## config.mk

```make
export PLATFORM = sky130hd
export DESIGN_NAME = subtitle_layer_rgb_blend_core
export DESIGN_NICKNAME = d
export VERILOG_FILES = /design/src/slrb_pkg.sv /design/src/subtitle_layer_rgb_blend_core.sv
export VERILOG_INCLUDE_DIRS = /design/src /design/src/src
export SDC_FILE = /design/constraint.sdc
export NUM_CORES = 2
export LEC_CHECK = 0
export ABC_AREA = 0
export BUFFER_PORTS_ARGS = -buffer_cell sky130_fd_sc_hd__clkbuf_2
export CELL_PAD_IN_SITES_DETAIL_PLACEMENT = 1
export CELL_PAD_IN_SITES_GLOBAL_PLACEMENT = 2
export CORE_UTILIZATION = 41
export CTS_BUF_LIST = sky130_fd_sc_hd__clkbuf_8
export CTS_CLUSTER_SIZE = 40
export DETAILED_ROUTE_END_ITERATION = 10
export PLACE_DENSITY_LB_ADDON = 0.12
export SLEW_MARGIN = 20
export SYNTH_ARGS = -nofsm -noshare
export SYNTH_HDL_FRONTEND = slang
export SYNTH_SLANG_ARGS = --single-unit
```

## constraint.sdc

```tcl
create_clock -name clk -period 9.8 [get_ports clk]
set_input_delay 2.45 -clock clk [delete_from_list [all_inputs] [get_ports clk]]
set_output_delay 2.45 -clock clk [all_outputs]
set_load 0.02 [all_outputs]
```

## src/assert_macros.svh

```systemverilog
// Assertion helpers shared by the RTL.
`ifndef ASSERT_MACROS_SVH
`define ASSERT_MACROS_SVH

// Check that cons holds in the same cycle as ante.
`define ASSERT_SAME(lbl, clk, rst, ante, cons, msg) \
  lbl: assert property (@(posedge clk) disable iff (rst) (ante) |-> (cons)) \
    else $error(msg);

// Check that cons holds in the cycle after ante.
`define ASSERT_NEXT(lbl, clk, ante, cons, msg) \
  lbl: assert property (@(posedge clk) (ante) |=> (cons)) \
    else $error(msg);

`endif

```

## src/slrb_pkg.sv

```systemverilog
package slrb_pkg;

  localparam int LAYER_COUNT = 4;
  localparam int BYTE_COUNT  = 4;
  localparam int CFG_IDX_W   = 3;

  // Register indexes
  localparam logic [CFG_IDX_W-1:0] REG_LAYER0 = 3'd0;
  localparam logic [CFG_IDX_W-1:0] REG_LAYER1 = 3'd1;
  localparam logic [CFG_IDX_W-1:0] REG_LAYER2 = 3'd2;
  localparam logic [CFG_IDX_W-1:0] REG_LAYER3 = 3'd3;
  localparam logic [CFG_IDX_W-1:0] REG_FORMAT = 3'd4;

  // Pixel format codes
  localparam logic [3:0] FMT_RGBA = 4'd0;
  localparam logic [3:0] FMT_BGRA = 4'd1;
  localparam logic [3:0] FMT_ARGB = 4'd2;
  localparam logic [3:0] FMT_ABGR = 4'd3;
  localparam logic [3:0] FMT_RGBX = 4'd4;
  localparam logic [3:0] FMT_BGRX = 4'd5;
  localparam logic [3:0] FMT_XRGB = 4'd6;
  localparam logic [3:0] FMT_XBGR = 4'd7;
  localparam logic [3:0] FMT_RGB  = 4'd8;
  localparam logic [3:0] FMT_BGR  = 4'd9;

  typedef enum logic [2:0] {
    CH_RED, CH_GREEN, CH_BLUE, CH_ALPHA, CH_INV_ALPHA, CH_ZERO
  } chan_sel_t;

  typedef logic [7:0] byte_t;

  // Which layer channel lands in a given destination byte
  function automatic chan_sel_t fmt_sel(input logic [3:0] fmt, input logic [1:0] pos);
    chan_sel_t sel;
    sel = CH_ZERO;
    case (fmt)
      FMT_RGBA: case (pos)
        2'd0: sel = CH_RED;  2'd1: sel = CH_GREEN; 2'd2: sel = CH_BLUE;
        default: sel = CH_INV_ALPHA;
      endcase
      FMT_BGRA: case (pos)
        2'd0: sel = CH_BLUE; 2'd1: sel = CH_GREEN; 2'd2: sel = CH_RED;
        default: sel = CH_INV_ALPHA;
      endcase
      FMT_ARGB: case (pos)
        2'd0: sel = CH_INV_ALPHA; 2'd1: sel = CH_RED; 2'd2: sel = CH_GREEN;
        default: sel = CH_BLUE;
      endcase
      FMT_ABGR: case (pos)
        2'd0: sel = CH_INV_ALPHA; 2'd1: sel = CH_BLUE; 2'd2: sel = CH_GREEN;
        default: sel = CH_RED;
      endcase
      FMT_RGBX: case (pos)
        2'd0: sel = CH_RED;  2'd1: sel = CH_GREEN; 2'd2: sel = CH_BLUE;
        default: sel = CH_ALPHA;
      endcase
      FMT_BGRX: case (pos)
        2'd0: sel = CH_BLUE; 2'd1: sel = CH_GREEN; 2'd2: sel = CH_RED;
        default: sel = CH_ALPHA;
      endcase
      FMT_XRGB: case (pos)
        2'd0: sel = CH_ALPHA; 2'd1: sel = CH_RED; 2'd2: sel = CH_GREEN;
        default: sel = CH_BLUE;
      endcase
      FMT_XBGR: case (pos)
        2'd0: sel = CH_ALPHA; 2'd1: sel = CH_BLUE; 2'd2: sel = CH_GREEN;
        default: sel = CH_RED;
      endcase
      FMT_RGB: case (pos)
        2'd0: sel = CH_RED;  2'd1: sel = CH_GREEN; 2'd2: sel = CH_BLUE;
        default: sel = CH_ZERO;
      endcase
      FMT_BGR: case (pos)
        2'd0: sel = CH_BLUE; 2'd1: sel = CH_GREEN; 2'd2: sel = CH_RED;
        default: sel = CH_ZERO;
      endcase
      default: sel = CH_ZERO;
    endcase
    return sel;
  endfunction

  // Pick one byte out of a packed layer colour
  function automatic byte_t channel_of(input logic [31:0] colour, input chan_sel_t sel);
    byte_t val;
    case (sel)
      CH_RED:       val = colour[31:24];
      CH_GREEN:     val = colour[23:16];
      CH_BLUE:      val = colour[15:8];
      CH_ALPHA:     val = colour[7:0];
      CH_INV_ALPHA: val = 8'd255 - colour[7:0];
      default:      val = 8'd0;
    endcase
    return val;
  endfunction

endpackage

```

## src/subtitle_layer_rgb_blend_core.sv

```systemverilog
// Channel   Handshake                 Payload
// pixel     pixel_valid/pixel_stall   coverage0..3, dest_byte0..3
// result    result_valid/result_stall out_byte0..3
// config    cfg_write                 cfg_index, cfg_data
//
// One pixel per cycle sustained while result_stall is low; the result is
// carried through the clamp, scale, product and sum registers. Synchronous
// reset clears the stage valid bits and layer colours and selects RGBA.
// Each stage holds only while the one after it is full and held, so bubbles
// collapse and a stalled result does not block pixels behind it until full.
`include "assert_macros.svh"

module subtitle_layer_rgb_blend_core
  import slrb_pkg::*;
(
  input  logic                 clk,
  input  logic                 rst,
  input  logic                 cfg_write,
  input  logic [CFG_IDX_W-1:0] cfg_index,
  input  logic [31:0]          cfg_data,
  input  logic                 pixel_valid,
  output logic                 pixel_stall,
  input  logic [7:0]           coverage0,
  input  logic [7:0]           coverage1,
  input  logic [7:0]           coverage2,
  input  logic [7:0]           coverage3,
  input  logic [7:0]           dest_byte0,
  input  logic [7:0]           dest_byte1,
  input  logic [7:0]           dest_byte2,
  input  logic [7:0]           dest_byte3,
  output logic                 result_valid,
  input  logic                 result_stall,
  output logic [7:0]           out_byte0,
  output logic [7:0]           out_byte1,
  output logic [7:0]           out_byte2,
  output logic [7:0]           out_byte3
);

  logic [31:0] layer_colour [LAYER_COUNT];
  logic [3:0]  pixel_format;

  // Write configuration
  always_ff @(posedge clk) begin
    if (rst) begin
      for (int l = 0; l < LAYER_COUNT; l++) layer_colour[l] <= '0;
      pixel_format <= FMT_RGBA;
    end else if (cfg_write) begin
      case (cfg_index)
        REG_LAYER0: layer_colour[0] <= cfg_data;
        REG_LAYER1: layer_colour[1] <= cfg_data;
        REG_LAYER2: layer_colour[2] <= cfg_data;
        REG_LAYER3: layer_colour[3] <= cfg_data;
        REG_FORMAT: pixel_format    <= cfg_data[3:0];
        default: ;
      endcase
    end
  end

  logic fmt_scaled, fmt_three, fmt_unused;
  assign fmt_scaled = (pixel_format >= FMT_RGBX);
  assign fmt_three  = (pixel_format == FMT_RGB) || (pixel_format == FMT_BGR);
  assign fmt_unused = (pixel_format > FMT_BGR);

  // Stage enables: a stage moves when it is empty or the next one moves
  logic s1_valid, s2_valid, s3_valid;
  logic en1, en2, en3, en4;
  assign en4 = !result_valid || !result_stall;
  assign en3 = !s3_valid || en4;
  assign en2 = !s2_valid || en3;
  assign en1 = !s1_valid || en2;
  assign pixel_stall = !en1;

  always_ff @(posedge clk) begin
    if (rst) begin
      s1_valid     <= 1'b0;
      s2_valid     <= 1'b0;
      s3_valid     <= 1'b0;
      result_valid <= 1'b0;
    end else begin
      if (en1) s1_valid     <= pixel_valid;
      if (en2) s2_valid     <= s1_valid;
      if (en3) s3_valid     <= s2_valid;
      if (en4) result_valid <= s3_valid;
    end
  end

  // Stage 1: clamp coverages in layer order, look up channel bytes
  byte_t cov_in  [LAYER_COUNT];
  byte_t dst_in  [BYTE_COUNT];
  byte_t k_clamp [LAYER_COUNT];
  byte_t chan_now [BYTE_COUNT][LAYER_COUNT];

  assign cov_in[0] = coverage0;
  assign cov_in[1] = coverage1;
  assign cov_in[2] = coverage2;
  assign cov_in[3] = coverage3;
  assign dst_in[0] = dest_byte0;
  assign dst_in[1] = dest_byte1;
  assign dst_in[2] = dest_byte2;
  assign dst_in[3] = dest_byte3;

  always_comb begin
    byte_t accum;
    byte_t room;
    accum = 8'd0;
    for (int l = 0; l < LAYER_COUNT; l++) begin
      room = 8'd255 - accum;
      k_clamp[l] = (cov_in[l] > room) ? room : cov_in[l];
      accum = accum + k_clamp[l];
    end
    for (int c = 0; c < BYTE_COUNT; c++) begin
      for (int l = 0; l < LAYER_COUNT; l++) begin
        chan_now[c][l] = channel_of(layer_colour[l], fmt_sel(pixel_format, 2'(c)));
      end
    end
  end

  byte_t s1_k    [LAYER_COUNT];
  byte_t s1_chan [BYTE_COUNT][LAYER_COUNT];
  byte_t s1_dst  [BYTE_COUNT];

  always_ff @(posedge clk) begin
    if (en1) begin
      s1_k    <= k_clamp;
      s1_chan <= chan_now;
      s1_dst  <= dst_in;
    end
  end

  // Stage 2: scale coverage by layer transparency where the format asks
  byte_t k_scaled [LAYER_COUNT];
  always_comb begin
    logic [16:0] prod;
    for (int l = 0; l < LAYER_COUNT; l++) begin
      prod = {9'd0, s1_k[l]} * (17'd256 - {9'd0, layer_colour[l][7:0]});
      k_scaled[l] = fmt_scaled ? prod[15:8] : s1_k[l];
    end
  end

  byte_t s2_k    [LAYER_COUNT];
  byte_t s2_chan [BYTE_COUNT][LAYER_COUNT];
  byte_t s2_dst  [BYTE_COUNT];

  always_ff @(posedge clk) begin
    if (en2) begin
      s2_k    <= k_scaled;
      s2_chan <= s1_chan;
      s2_dst  <= s1_dst;
    end
  end

  // Stage 3: layer products and total coverage
  logic [15:0] prod_now [BYTE_COUNT][LAYER_COUNT];
  logic [9:0]  total_now;
  always_comb begin
    total_now = 10'd0;
    for (int l = 0; l < LAYER_COUNT; l++) begin
      total_now = total_now + {2'd0, s2_k[l]};
    end
    for (int c = 0; c < BYTE_COUNT; c++) begin
      for (int l = 0; l < LAYER_COUNT; l++) begin
        prod_now[c][l] = {8'd0, s2_k[l]} * {8'd0, s2_chan[c][l]};
      end
    end
  end

  logic [15:0] s3_prod [BYTE_COUNT][LAYER_COUNT];
  logic [9:0]  s3_total;
  byte_t       s3_dst  [BYTE_COUNT];

  always_ff @(posedge clk) begin
    if (en3) begin
      s3_prod  <= prod_now;
      s3_total <= total_now;
      s3_dst   <= s2_dst;
    end
  end

  // Stage 4: weight destination, sum, take the high byte; unused formats and RGB/BGR byte 3 pass dest
  byte_t blend_now [BYTE_COUNT];
  always_comb begin
    logic [17:0] acc;
    logic [9:0]  inv_total;
    inv_total = 10'd256 - s3_total;
    for (int c = 0; c < BYTE_COUNT; c++) begin
      acc = {10'd0, s3_dst[c]} * {8'd0, inv_total};
      for (int l = 0; l < LAYER_COUNT; l++) begin
        acc = acc + {2'd0, s3_prod[c][l]};
      end
      if (fmt_unused || (fmt_three && c == BYTE_COUNT - 1)) begin
        blend_now[c] = s3_dst[c];
      end else begin
        blend_now[c] = acc[15:8];
      end
    end
  end

  always_ff @(posedge clk) begin
    if (en4) begin
      out_byte0 <= blend_now[0];
      out_byte1 <= blend_now[1];
      out_byte2 <= blend_now[2];
      out_byte3 <= blend_now[3];
    end
  end

  // Checks
  logic [9:0] s1_k_sum;
  assign s1_k_sum = {2'd0, s1_k[0]} + {2'd0, s1_k[1]} + {2'd0, s1_k[2]} + {2'd0, s1_k[3]};

  `ASSERT_SAME(a_clamp_sum, clk, rst, s1_valid, s1_k_sum <= 10'd255, "clamped coverage over 255")
  `ASSERT_SAME(a_empty_no_stall, clk, rst, !result_valid, !pixel_stall, "stall with empty output")
  `ASSERT_SAME(a_full_stall, clk, rst,
    s1_valid && s2_valid && s3_valid && result_valid && result_stall, pixel_stall,
    "full pipe took a pixel")
  `ASSERT_NEXT(a_reset_clear, clk, rst, !result_valid && !s1_valid, "valid after reset")

endmodule

```

==> flow_metrics.tcl <==
set metrics [dict create \
    ys_seq_elements 850 \
    drive_gt1_frac 0.0667 \
    worstHoldStart "s1_chan[40]$_DFFE_PN_" \
    grt_max_degree 138 \
    hold_viol_final 0 \
    layout_commonest_cell "inv_1" \
    rsz0062_at_grt "no" \
    cp-start-kind "input pin" \
    die_h_um 463 \
    drv_cap 0 \
    hold_buffers 0 \
    start_util 0.414 \
    critPathMostFrequentCell "ha_1" \
    skew_ps 52.9 \
    worst_slew_pin_slew_ps 1130 \
    synthesis.area_sq_um 87100 \
    hp-class "reg2reg" \
    overflow 0 \
    die_area_sq_um 214000 \
    worstSetupEndpoint "s1_k[7]$_DFFE_PN_" \
    setup.worst_path.start "coverage1[7]" \
    clockRootBuffer "clkbuf_8" \
    ys_warn_count 0 \
    yosysUniqueCellTypes 81 \
    rrSetupSlack_ps 2590 \
    muxShareOfSynthArea 0.0121 \
    place_ws_ps -143 \
    die_w_um 463 \
    synthXorXnorAreaFrac 0.0376 \
    core_area_sq_um 210000 \
    worstPathRequired_ps 10470 \
    wl_per_cell_um 23.7 \
    critPathMaxStageDelay_ps 320 \
    wl_um 267000 \
    io_pins 138 \
    max_freq_ghz 0.111 \
    grt_pass1_vias 64000 \
    grt_antenna_before_repair 33 \
    synth_compound_area_frac 0.0469 \
    critical_path_class "in2reg" \
    numCtsBuffers 163 \
    place_hpwl_um 212000 \
    async_reset_ff_frac 0 \
    synth_seq_area_share 0.292 \
    cts.path.max_buffers 3 \
    grtUsageTotal 0.253 \
    area_growth_pct 8.45 \
    synthFlopType "edfxtp_1" \
    post_cts_buffers 0 \
    dr.pass1.iters 5 \
    clock_latency_ps 960 \
    path_max_fanout 11 \
    nNetsFinal 10500 \
    num-fill-cells 23100 \
    syn_inst 8174 \
    ant_nets 0 \
    gp_congestion 0.844 \
    syn-num-nets 10300 \
    std_cell_rows 168 \
    final_cell_mix "inv_1 (1,492), fa_1 (1,165), and2_1 (992)" \
    r2r_cells 22 \
    arrival_ps 9700 \
    setup_violations 0 \
    h-tree-depth 4 \
    clk_pin_slew_ps 60 \
    syn_area_per_cell_sq_um 10.7 \
    drc 0 \
    r2r-end "out_byte1[6]$_DFFE_PP_" \
    reg2reg_from "s3_total[5]$_DFFE_PP_" \
    cts.repair.resized 0 \
    synth_fa_ha_area_frac 0.396 \
    maxSlewViolCount 0 \
    setup_slack_ps 769 \
    grt_pass1_wl_um 405000 \
    avgViaCountPerCell 5.15 \
    vias 57900 \
    slew_headroom 0.249 \
    hold_ws_ps 386 \
    clkSinkCount 850 \
    drtIter0Drc 3183 \
    synth_enable_flop_cells 842 \
    worstSetupEndpointType "flop" \
    synth_simple_gate_area_frac 0.141 \
    cts_tree "built" \
    fin_crit_ps 9030 \
    synth_top_family_by_area "adder cells" \
    critPathSlowestCell "ha_1" \
    status "complete, no violations" \
    finalCritPeriodShare 0.922 \
    numPortBuffers 137 \
]
flip-flops by register name (all words and copies together), names as in the netlist, 10 cells and up:
signal and count:
layer_colour 128, s1_chan 128, s1_dst 32, s1_k 32, s2_chan 128, s2_dst 32, s2_k 32, s3_dst 32
s3_prod 256, s3_total 10
synth_stat cells (8+ instances only):
| cell type | instances | area share |
|---|---|---|
| a211o_1 | 9 | 0.00091 |
| a21boi_0 | 32 | 0.0028 |
| a21o_1 | 44 | 0.0038 |
| a21oi_1 | 179 | 0.010 |
| a22o_1 | 15 | 0.0015 |
| a31oi_1 | 21 | 0.0015 |
| a41oi_1 | 10 | 0.0010 |
| and2_1 | 992 | 0.071 |
| and3_1 | 16 | 0.0011 |
| buf_2 | 11 | 0.00063 |
| clkbuf_1 | 240 | 0.010 |
| dfxtp_1 | 8 | 0.0018 |
| edfxtp_1 | 842 | 0.29 |
| fa_1 | 1165 | 0.27 |
| ha_1 | 891 | 0.13 |
| inv_1 | 1456 | 0.063 |
| mux2_2 | 35 | 0.0045 |
| mux2i_1 | 66 | 0.0076 |
| nand2_1 | 937 | 0.040 |
| nand2b_1 | 27 | 0.0019 |
| nand3_1 | 38 | 0.0022 |
| nor2_1 | 259 | 0.011 |
| nor2b_1 | 47 | 0.0034 |
| nor3_1 | 52 | 0.0030 |
| nor4_1 | 8 | 0.00057 |
| o21a_1 | 19 | 0.0016 |
| o21ai_0 | 147 | 0.0084 |
| o21ai_1 | 9 | 0.00052 |
| o21bai_1 | 9 | 0.00078 |
| o22ai_1 | 41 | 0.0029 |
| o41ai_1 | 8 | 0.00080 |
| or2_2 | 21 | 0.0015 |
| or3_1 | 23 | 0.0017 |
| xnor2_1 | 286 | 0.029 |
| xor2_1 | 81 | 0.0081 |
routing by layer:
metal | track usage | routed length, um
met1 | 0.352 | 123000
met5 | 0 | 100
met4 | 0.0675 | 7050
met3 | 0.0333 | 11300
met2 | 0.416 | 125000
cell families (layout without fill, tap and decap cells):
logic type / after synthesis / in the layout
fa+ha+maj: 2058 / 2058
buf+inv: 1715 / 1982
compound gates: 631 / 631
xor+xnor: 370 / 370
other cells: 0 / 7
mux: 101 / 101
flops: 850 / 850
simple gates: 2449 / 2449
critical path, delay by kind of cell:
family	cells	cell delay [ps]
compound gates	16	3150
xor+xnor	2	360
fa+ha+maj	7	1930
buf+inv	5	720
mux	3	530
simple gates	5	570
stage by stage:
stage / util / cell area (sq um) / cells / setup TNS, ps
finish: 0.449 / 94400 / 11300 / 0
global route: 0.449 / 94400 / 11300 / 0
CTS: 0.449 / 94400 / 11200 / 0
detailed placement: 0.433 / 91200 / 10900 / -890
global placement: 0.433 / 91200 / 10900 / -262
floorplan: - / 87100 / 8174 / 0
how the worst min path moves through the flow:
stage	endpoint	slack, ps	cells past startpoint
after detailed placement	s2_chan[60]$_DFFE_PP_	410	0
after CTS	s2_chan[40]$_DFFE_PP_	380	0
after global placement	s2_chan[21]$_DFFE_PP_	400	0
after floorplan	s2_chan[0]$_DFFE_PP_	400	0
final	s2_chan[40]$_DFFE_PP_	390	0
after global routing	s2_chan[104]$_DFFE_PP_	400	0
layout make-up:
type / count / area (sq um) / share of cell area
Antenna cell: 7 / 17.5 / 0.000185
Timing Repair Buffer: 229 / 1400 / 0.0148
Multi-Input combinational cell: 5609 / 55300 / 0.586
Clock buffer: 166 / 2280 / 0.0242
Inverter: 1456 / 5470 / 0.0579
Clock inverter: 131 / 957 / 0.0101
Tap cell: 2805 / 3510 / 0.0372
Sequential cell: 850 / 25500 / 0.269
Power is left out: the tool's default activity adds up to more than one toggle a clock period on the data nets, which glitch-free logic cannot reach.
